==> src/hw/rtl/urrr_pkg.sv <==
// shared constants for the ultrasonic round-robin ranger
package urrr_pkg;

  // configuration register indexes
  localparam logic [1:0] CFG_STEP_GAP      = 2'd0;
  localparam logic [1:0] CFG_ECHO_TIMEOUT  = 2'd1;
  localparam logic [1:0] CFG_TRIGGER_WIDTH = 2'd2;

  // register widths
  localparam int GAP_W   = 20;
  localparam int WAIT_W  = 16;
  localparam int PULSE_W = 8;
  localparam int DIST_W  = 14;
  localparam int LINES   = 4;

  // register reset values
  localparam logic [GAP_W-1:0]   STEP_GAP_RST      = 20'd15000;
  localparam logic [WAIT_W-1:0]  ECHO_TIMEOUT_RST  = 16'd30000;
  localparam logic [PULSE_W-1:0] TRIGGER_WIDTH_RST = 8'd10;

  // counter limits and the no-reading marker
  localparam logic [GAP_W-1:0]  GAP_MAX   = '1;
  localparam logic [WAIT_W-1:0] WAIT_MAX  = '1;
  localparam logic [DIST_W-1:0] DIST_NONE = 14'd9999;

  // distance = pulse * 343 / 2000, done as pulse * MM_MULT >> MM_SHIFT;
  // exact for every pulse below MM_SAT_PULSE, which already saturates
  localparam int MM_SHIFT = 27;
  localparam int MM_MULT_W = 25;
  localparam logic [MM_MULT_W-1:0] MM_MULT = 25'd23018341;
  localparam logic [WAIT_W-1:0] MM_SAT_PULSE = 16'd58304;

  // distance vector type
  typedef logic [DIST_W-1:0] dist_t;

endpackage

==> src/hw/rtl/ultrasonic_ranger_round_robin_top.sv <==
// round-robin trigger and echo timing for up to four ultrasonic rangers
//
// One request is one microsecond tick carrying the sampled echo lines; each
// request gives one result carrying the trigger lines, the served sensor, the
// four stored distances and the done/timeout flags. The block takes one
// request per clock and passes it through a request register, one pass of
// update logic (a single 16 x 25 constant multiply turns the echo width
// into millimetres) and a result register that frees as soon as the result
// is taken, so a stall on the result side holds the input only once both
// registers are full. The user must write configuration through the cfg
// port only while no request is in flight; the block does not enforce it.
module ultrasonic_ranger_round_robin_top
  import urrr_pkg::*;
#(
  parameter int SENSOR_COUNT = 4
) (
  input  logic                    clk,
  input  logic                    rst_n,
  // configuration write port
  input  logic                    cfg_we,
  input  logic [1:0]              cfg_index,
  input  logic [GAP_W-1:0]        cfg_wdata,
  // request channel
  input  logic                    in_valid,
  output logic                    in_stall,
  input  logic [LINES-1:0]        in_echo_levels,
  // result channel
  output logic                    out_valid,
  input  logic                    out_stall,
  output logic [LINES-1:0]        out_trigger_lines,
  output logic [1:0]              out_active_sensor,
  output logic [DIST_W-1:0]       out_dist_front_left,
  output logic [DIST_W-1:0]       out_dist_front_right,
  output logic [DIST_W-1:0]       out_dist_rear_left,
  output logic [DIST_W-1:0]       out_dist_rear_right,
  output logic                    out_reading_done,
  output logic                    out_reading_timed_out
);

  // phase codes
  localparam logic [1:0] PH_GAP   = 2'd0;
  localparam logic [1:0] PH_PULSE = 2'd1;
  localparam logic [1:0] PH_ECHO  = 2'd2;

  localparam logic [2:0] SENSOR_LIMIT = 3'(SENSOR_COUNT);

  // configuration registers
  logic [GAP_W-1:0]   step_gap_r;
  logic [WAIT_W-1:0]  echo_timeout_r;
  logic [PULSE_W-1:0] trigger_width_r;

  always_ff @(posedge clk) begin
    if (!rst_n) begin
      step_gap_r      <= STEP_GAP_RST;
      echo_timeout_r  <= ECHO_TIMEOUT_RST;
      trigger_width_r <= TRIGGER_WIDTH_RST;
    end else if (cfg_we) begin
      case (cfg_index)
        CFG_STEP_GAP:      step_gap_r      <= cfg_wdata;
        CFG_ECHO_TIMEOUT:  echo_timeout_r  <= cfg_wdata[WAIT_W-1:0];
        CFG_TRIGGER_WIDTH: trigger_width_r <= cfg_wdata[PULSE_W-1:0];
        default: ;
      endcase
    end
  end

  // handshake: request register feeds the update, result register feeds out
  logic             req_valid_r;
  logic [LINES-1:0] req_echo_r;
  logic             out_valid_r;
  logic             out_free;
  logic             step;

  assign out_free = !out_valid_r || !out_stall;
  assign step     = req_valid_r && out_free;
  assign in_stall = req_valid_r && !out_free;

  always_ff @(posedge clk) begin
    if (!rst_n) begin
      req_valid_r <= 1'b0;
    end else if (!in_stall) begin
      req_valid_r <= in_valid;
    end
  end

  always_ff @(posedge clk) begin
    if (!in_stall && in_valid) begin
      req_echo_r <= in_echo_levels;
    end
  end

  // sensor state
  logic [1:0]         phase_r, phase_nxt;
  logic [1:0]         sensor_r, sensor_nxt;
  logic [GAP_W-1:0]   gap_r, gap_nxt;
  logic [PULSE_W-1:0] pulse_r, pulse_nxt;
  logic [WAIT_W-1:0]  wait_r, wait_nxt;
  logic [WAIT_W-1:0]  start_r, start_nxt;
  logic [LINES-1:0]   prev_echo_r;
  dist_t              dist_r [LINES];
  dist_t              dist_nxt [LINES];

  // per-tick results
  logic [LINES-1:0]   trig;
  logic               done;
  logic               tmo;

  // echo width to millimetres
  logic [WAIT_W-1:0]           wait_inc;
  logic [WAIT_W-1:0]           width_us;
  logic [WAIT_W+MM_MULT_W-1:0] mm_prod;
  dist_t                       mm_dist;

  assign wait_inc = (wait_r < WAIT_MAX) ? wait_r + WAIT_W'(1) : wait_r;
  assign width_us = (wait_inc >= start_r) ? wait_inc - start_r : '0;
  assign mm_prod = {{MM_MULT_W{1'b0}}, width_us} * {{WAIT_W{1'b0}}, MM_MULT};
  assign mm_dist = (width_us >= MM_SAT_PULSE) ? DIST_NONE
                                              : mm_prod[MM_SHIFT +: DIST_W];

  // one tick of the ranging sequence
  always_comb begin
    logic [1:0]         ph;
    logic               started;
    logic [LINES-1:0]   sel;
    logic [PULSE_W-1:0] pcnt;
    logic [PULSE_W-1:0] width_eff;
    logic               rise;
    logic               fall;
    logic [2:0]         next_idx;

    phase_nxt  = phase_r;
    sensor_nxt = sensor_r;
    pulse_nxt  = pulse_r;
    wait_nxt   = wait_r;
    start_nxt  = start_r;
    dist_nxt   = dist_r;
    trig       = '0;
    done       = 1'b0;
    tmo        = 1'b0;

    // unused phase code behaves as gap wait
    ph = (phase_r == PH_PULSE || phase_r == PH_ECHO) ? phase_r : PH_GAP;
    started = (ph == PH_GAP) && (gap_r >= step_gap_r);
    sel = LINES'(1) << sensor_r;
    pcnt = (started ? '0 : pulse_r) + PULSE_W'(1);
    width_eff = (trigger_width_r == '0) ? PULSE_W'(1) : trigger_width_r;
    rise = (req_echo_r[sensor_r]) && !prev_echo_r[sensor_r];
    fall = !req_echo_r[sensor_r] && prev_echo_r[sensor_r];
    next_idx = {1'b0, sensor_r} + 3'd1;

    phase_nxt = started ? PH_PULSE : ph;

    if (started || ph == PH_PULSE) begin
      // trigger pulse
      trig      = sel;
      pulse_nxt = pcnt;
      if (pcnt >= width_eff || pcnt == '0) begin
        phase_nxt = PH_ECHO;
        wait_nxt  = '0;
        start_nxt = '0;
      end
    end else if (ph == PH_ECHO) begin
      // echo watch on the served sensor only
      wait_nxt = wait_inc;
      if (rise) begin
        start_nxt = wait_nxt;
      end else if (fall) begin
        dist_nxt[sensor_r] = mm_dist;
        done = 1'b1;
      end else if (wait_r >= echo_timeout_r) begin
        dist_nxt[sensor_r] = DIST_NONE;
        done = 1'b1;
        tmo  = 1'b1;
      end
      if (done) begin
        phase_nxt  = PH_GAP;
        sensor_nxt = (next_idx >= SENSOR_LIMIT) ? 2'd0 : next_idx[1:0];
      end
    end

    // ticks since the last trigger start
    if (started) begin
      gap_nxt = GAP_W'(1);
    end else if (gap_r < GAP_MAX) begin
      gap_nxt = gap_r + GAP_W'(1);
    end else begin
      gap_nxt = gap_r;
    end
  end

  // state update on each processed tick
  always_ff @(posedge clk) begin
    if (!rst_n) begin
      phase_r     <= PH_GAP;
      sensor_r    <= '0;
      gap_r       <= '0;
      pulse_r     <= '0;
      wait_r      <= '0;
      start_r     <= '0;
      prev_echo_r <= '0;
      for (int i = 0; i < LINES; i++) begin
        dist_r[i] <= DIST_NONE;
      end
    end else if (step) begin
      phase_r     <= phase_nxt;
      sensor_r    <= sensor_nxt;
      gap_r       <= gap_nxt;
      pulse_r     <= pulse_nxt;
      wait_r      <= wait_nxt;
      start_r     <= start_nxt;
      prev_echo_r <= req_echo_r;
      dist_r      <= dist_nxt;
    end
  end

  // result register
  logic [LINES-1:0] out_trig_r;
  logic [1:0]       out_sensor_r;
  dist_t            out_dist_r [LINES];
  logic             out_done_r;
  logic             out_tmo_r;

  always_ff @(posedge clk) begin
    if (!rst_n) begin
      out_valid_r <= 1'b0;
    end else if (out_free) begin
      out_valid_r <= step;
    end
  end

  always_ff @(posedge clk) begin
    if (step) begin
      out_trig_r   <= trig;
      out_sensor_r <= sensor_r;
      out_dist_r   <= dist_nxt;
      out_done_r   <= done;
      out_tmo_r    <= tmo;
    end
  end

  assign out_valid             = out_valid_r;
  assign out_trigger_lines     = out_trig_r;
  assign out_active_sensor     = out_sensor_r;
  assign out_dist_front_left   = out_dist_r[0];
  assign out_dist_front_right  = out_dist_r[1];
  assign out_dist_rear_left    = out_dist_r[2];
  assign out_dist_rear_right   = out_dist_r[3];
  assign out_reading_done      = out_done_r;
  assign out_reading_timed_out = out_tmo_r;

  // at most one trigger line is driven, and only for the served sensor
  assert property (@(posedge clk) disable iff (!rst_n)
    out_valid |-> $onehot0(out_trigger_lines))
    else $error("more than one trigger line driven");

  // a timeout is always a finished reading
  assert property (@(posedge clk) disable iff (!rst_n)
    out_valid && out_reading_timed_out |-> out_reading_done)
    else $error("timeout flagged without a finished reading");

  // the served sensor stays within the configured count
  assert property (@(posedge clk) disable iff (!rst_n)
    {1'b0, sensor_r} < SENSOR_LIMIT)
    else $error("sensor index beyond sensor count");

  // a timeout reading leaves the no-reading marker for the served sensor
  assert property (@(posedge clk) disable iff (!rst_n)
    step && tmo |=> dist_r[$past(sensor_r)] == DIST_NONE)
    else $error("timeout did not store the no-reading marker");

endmodule
==> config.mk <==
export PLATFORM = sky130hd
export DESIGN_NAME = ultrasonic_ranger_round_robin_top
export DESIGN_NICKNAME = d
export VERILOG_FILES = /design/src/hw/rtl/urrr_pkg.sv /design/src/hw/rtl/ultrasonic_ranger_round_robin_top.sv
export SDC_FILE = /design/constraint.sdc
export NUM_CORES = 1
export LEC_CHECK = 0
export BUFFER_PORTS_ARGS = -buffer_cell sky130_fd_sc_hd__buf_2
export CELL_PAD_IN_SITES_DETAIL_PLACEMENT = 0
export CELL_PAD_IN_SITES_GLOBAL_PLACEMENT = 1
export CORE_ASPECT_RATIO = 0.6
export CORE_MARGIN = 3
export CORE_UTILIZATION = 54
export CTS_BUF_LIST = sky130_fd_sc_hd__clkbuf_4 sky130_fd_sc_hd__clkbuf_8 sky130_fd_sc_hd__clkbuf_16
export DETAILED_ROUTE_END_ITERATION = 16
export PLACE_DENSITY_LB_ADDON = 0.1
export SLEW_MARGIN = 20
export SYNTH_ARGS = -nofsm -noshare
export SYNTH_HDL_FRONTEND = slang
export SYNTH_SLANG_ARGS = --single-unit
==> constraint.sdc <==
create_clock -name clk -period 27.5 [get_ports clk]
set_input_delay 5.5 -clock clk [delete_from_list [all_inputs] [get_ports clk]]
set_output_delay 5.5 -clock clk [all_outputs]
set_load 0.03 [all_outputs]
* Word-level counts from Yosys, hierarchy flattened
Index checks and enable logic that the tools add are counted.
** Word-level totals
- Word-level logic and storage cells :: 127
- Bits of input ports :: 31
- Output and inout bits :: 66
- Flip-flop bits (word level) :: 238
** Operators by class
- Multipliers :: 1
- Shift operators :: 1
- Add/subtract/negate cells :: 5
- Multiplexer cells :: 37
- Order comparisons :: 11
- Bitwise operators :: 6
- Equality and inequality tests :: 7
- Reduce and logical (&&, ||, !) cells :: 34
** Operator list (number)
- 56-bit 2-to-1 mux :: 5
- 16-bit 2-to-1 mux :: 8
- 56-bit bitwise mux :: 1
- 16-bit by 25-bit multiplier with 41-bit output, second input constant :: 1
- 20-bit 2-to-1 mux :: 2
- 16-bit greater-or-equal comparator :: 2
- 32-bit OR :: 1
- 14-bit demux with 2-bit select :: 1
- 14-bit 2-to-1 mux :: 2
- 24-bit bitwise AND :: 1
- 24-bit inverter :: 1
- 20-bit by 1-bit adder with 20-bit output, second input constant :: 1
- 20-bit greater-or-equal comparator :: 1
- 20-bit < comparator, second input constant :: 1
- 16-bit by 1-bit adder with 16-bit output, second input constant :: 1
- 16-bit greater-or-equal comparator, second input constant :: 1
- 8-bit zero test :: 2
- 16-bit < comparator, second input constant :: 1
- 8-bit 2-to-1 mux :: 2
- 16-bit subtractor :: 1
- 2-bit 2-to-1 mux :: 7
- 2-bit AND reduction :: 5
- 8-bit by 1-bit adder with 8-bit output, second input constant :: 1
- 8-bit greater-or-equal comparator :: 1
- other kinds (21) :: 52

* Logic depth before layout (Yosys ltp)
- Depth after elaboration :: 12
- Depth in mapped cells :: 43
- Mapped depth without buffers :: 40

* Least setup slack after synthesis
OpenSTA, ideal clock, no wires.
- Kind :: input-to-output
- Start point :: input port out_stall
- End point :: output port in_stall
- Cell stages on the path :: 1
- Arrival :: 5.851 ns
- Slack :: 16.149 ns
- Cells stage by stage :: and3_1
** Between the ends
- Cells in the longest elaborated chain, start to end :: 4
** Ends and longest elaborated chain
- start: declaration :: line ultrasonic_ranger_round_robin_top.sv:29 : input logic out_stall,
- 1-bit zero test :: line ultrasonic_ranger_round_robin_top.sv:74 : assign out_free = !out_valid_r || !out_stall;
- 1-bit logical OR :: line ultrasonic_ranger_round_robin_top.sv:74
- 1-bit zero test :: line ultrasonic_ranger_round_robin_top.sv:76 : assign in_stall = req_valid_r && !out_free;
- 1-bit logical AND :: line ultrasonic_ranger_round_robin_top.sv:76
- end: declaration :: line ultrasonic_ranger_round_robin_top.sv:25 : output logic in_stall,
Every way passes these cells.

==> impl_metrics.py <==
metrics = {
    "status": {
        "status": "finished clean",
    },
    "placed_design": {
        "dp_cells": 2449,
        "io_buffers": 96,
        "hpwlAfterDp_mm": 41.4,
        "gp_congestion": 1.06,
    },
    "floorplan": {
        "ioPinCount": 97,
        "core_region_area_um2": 34000,
        "start_util": 0.553,
        "die_w_um": 247,
        "die_h_um": 151,
        "dieArea_um2": 37200,
        "fp-row-count": 52,
    },
    "sta": {
        "drv_slew": 0,
        "grt_setup_unrepaired": "no",
        "min_period_ps": 11510,
        "fmax_ghz": 0.0869,
        "slew-limit-headroom": 0.301,
        "finalHoldViolations": 0,
        "period_share": 0.419,
        "setup-tns-final_ps": 0,
        "worst_pin_slew_ps": 1040,
        "finalSetupViolCount": 0,
        "finalClockSkew_ps": 11.5,
    },
    "worst_setup_path": {
        "timing.critical_path.mode_cell": "fa_1",
        "slowest_delay_ps": 790,
        "critical_path.startpoint": "wait_r[3]$_SDFFE_PN0P_",
        "criticalPathCategory": "reg -> reg",
        "endpoint": "out_dist_rear_right[4]$_DFFE_PP_",
        "startpoint_type": "flip-flop",
        "rr_endpoint": "out_dist_rear_right[4]$_DFFE_PP_",
        "r2r_cells": 35,
        "slowest_stage": "fa_1",
        "cp.required_ps": 27730,
        "timing.rr.start": "wait_r[3]$_SDFFE_PN0P_",
        "worst_ep_arrival_time_ps": 11750,
        "regToRegSetupSlack_ps": 15990,
        "critPathMaxFanout": 9,
        "crit_path_end_kind": "flip-flop",
    },
    "layout": {
        "diodes": 0,
        "final-instance-count-excl-fill": 2487,
        "multiInputGateArea_um2": 11900,
        "fin_nets": 2422,
        "drive_gt1_frac": 0.0971,
        "regArea_um2": 5450,
        "nFillCells": 2913,
        "syn_to_final_growth_pct": 8.62,
    },
    "power_and_ir_drop": {
        "p_leak_nw": 9.70,
        "peakVddDrop_uv": 46.7,
        "pwr_density_cell_nw_per_um2": 34.5,
    },
    "synth": {
        "async_reset_ff_frac": 0,
        "synth_edf_count": 68,
        "synth.largest_area_cell": "dfxtp_1",
        "yosysMostFrequentCell": "inv_1",
        "netlist_top_cells_count": "inv_1, ha_1, dfxtp_1",
        "yosysSeqAreaShare": 0.289,
        "syn_area_per_cell_um2": 9.73,
        "synth_flop_cell": "dfxtp_1",
        "synth_cells": 1934,
        "synth_area_um2": 18800,
        "synth_fp_nets": 2343,
        "ys_ff_latch": 238,
        "yosys-top-cells-area": "dfxtp_1, fa_1, ha_1",
        "ys.warnings.count": 0,
        "synth_cell_types": 91,
        "netlist.area_leader.share": 0.181,
    },
    "clock_network": {
        "cts_resized": 0,
        "insertion_delay_ps": 520,
        "clock_sinks": 238,
        "path_clk_slew_ps": 70,
        "cts_buffers": 21,
        "cts_tree": "built",
        "hold_buffers": 0,
        "cts-root-buf": "clkbuf_16",
        "cts_max_level": 1,
        "clock_path_buffers": 3,
        "cts_setup_buffers": 0,
    },
    "global_route": {
        "grtUsageTotal": 0.280,
        "globalRouteOverflowTotal": 0,
        "grt_pass1_wl_mm": 79.9,
        "grt_max_degree": 57,
        "antenna_found_initial": 1,
        "grt_pass1_vias": 13673,
    },
    "route": {
        "vias": 14361,
        "via_per_inst": 5.77,
        "wl_per_cell_um": 20.6,
        "first_pass_iters": 5,
        "drt_iter0_markers": 1214,
        "finalWirelength_mm": 51.3,
        "postRouteAntennaNets": 0,
        "route.detailed.drc": 0,
    },
    "min_path": {
        "hp-class": "reg -> reg",
    },
    "job": {
        "drv_cap": 0,
    },
}
worst min path at each step:
| stage | startpoint | endpoint | slack [ps] | depth (start not counted) |
|---|---|---|---|---|
| after floorplan | start_r[11]$_SDFFE_PN0P_ | start_r[11]$_SDFFE_PN0P_ | 430 | 1 |
| after global placement | step_gap_r[8]$_SDFFE_PN0P_ | step_gap_r[8]$_SDFFE_PN0P_ | 440 | 2 |
| after detailed placement | prev_echo_r[3]$_SDFFE_PN0P_ | prev_echo_r[3]$_SDFFE_PN0P_ | 440 | 2 |
| after CTS | prev_echo_r[3]$_SDFFE_PN0P_ | prev_echo_r[3]$_SDFFE_PN0P_ | 450 | 2 |
| after global routing | start_r[11]$_SDFFE_PN0P_ | start_r[11]$_SDFFE_PN0P_ | 480 | 1 |
| final | prev_echo_r[3]$_SDFFE_PN0P_ | prev_echo_r[3]$_SDFFE_PN0P_ | 450 | 2 |
per-stage QoR:
step / cell area, um2 / setup slack (ps) / utilization / hold slack, ps / power, W
after global placement: 19700 / 16010 / 0.580 / 444 / 0.000406
after CTS: 20400 / 16010 / 0.600 / 452 / 0.000711
final: 20400 / 15990 / 0.600 / 453 / 0.000705
after detailed placement: 19700 / 16000 / 0.580 / 443 / 0.000406
after global routing: 20400 / 15260 / 0.600 / 478 / 0.000728
after floorplan: 18800 / 16150 / - / 432 / 0.000395
cells in the final DEF (no fill, tap or decap), types with 5 or more instances in the layout:
cell       netlist  layout
inv_1          325     323
ha_1           221     221
dfxtp_1        170     170
fa_1           157     157
nand2_1        155     155
a21oi_1        113     113
nor2_1          96      96
buf_2            6      96
edfxtp_1        68      68
o22a_1          41      41
a22o_1          37      37
o21ai_0         36      36
nand3_1         35      35
a21o_1          34      34
o2bb2ai_1       30      30
nand4_1         27      27
xor2_1          27      27
xnor2_1         25      25
nor3_1          22      22
clkbuf_16        0      21
and3_1          19      19
o211ai_1        17      17
or3_1           16      16
nand2b_1        15      15
o21a_1          14      14
and2_1          13      13
mux2i_1         13      13
buf_4            1      13
a31oi_1         11      11
a211oi_1        10      10
o32ai_1          9       9
clkinv_2         0       8
o21ai_1          7       7
nor2b_1          6       6
o21bai_1         6       6
and4_1           6       6
or2_2            6       6
o31ai_1          5       5
logic make-up (layout without fill, tap and decap cells):
group / after synthesis / in the layout / share of synthesized area
AO/OA/AOI/OAI: 421 / 421 / 0.163
XOR/XNOR: 56 / 56 / 0.0283
multiplexers: 16 / 16 / 0.00991
adder cells (fa/ha/maj): 378 / 378 / 0.314
buffers and inverters: 378 / 472 / 0.0776
flip-flops: 238 / 238 / 0.289
AND/OR/NAND/NOR: 447 / 447 / 0.118
critical path, delay by kind of cell (launching register included):
family,cells,cell delay [ps]
fa+ha+maj,8,4040
simple gates,13,3620
compound gates,7,1620
xor+xnor,2,940
buf+inv,5,510
flops,1,490
sequential cells by signal, indices dropped and copies added, names as in the netlist, 8 cells and up:
name / flops
out_dist_rear_left: 14
step_gap_r: 20
echo_timeout_r: 16
dist_r: 56
out_dist_front_right: 14
start_r: 16
gap_r: 20
pulse_r: 8
out_dist_front_left: 14
wait_r: 16
trigger_width_r: 8
out_dist_rear_right: 14
cell type report:
cell class | instances | share of cell area
inverters | 325 | 0.0597
flip-flops and latches | 238 | 0.266
clock buffers | 27 | 0.0291
clock inverters | 11 | 0.00533
well taps | 459 | 0.0281
multi-input cells | 1318 | 0.583
repair buffers | 109 | 0.0283
layer usage:
layer / track usage / vias to the layer above / part of all wire / routed length [um]
li1: - / 6810 / - / -
met1: 0.452 / 6973 / 0.51 / 26400
met4: 0.0255 / 2 / 0.0075 / 386
met5: 0 / - / 0.00016 / 8
met2: 0.357 / 543 / 0.36 / 18700
met3: 0.105 / 33 / 0.11 / 5870
power breakdown:
group	total, W	switching, W	internal, W	leakage (nW)
combinational	0.0000312	0.0000224	0.00000880	7.42
clock	0.000306	0.000133	0.000173	0.361
sequential	0.000367	0.00000221	0.000365	1.92
total	0.000705	0.000158	0.000547	9.70
No activity file was read; power rests on OpenSTA's default activity.
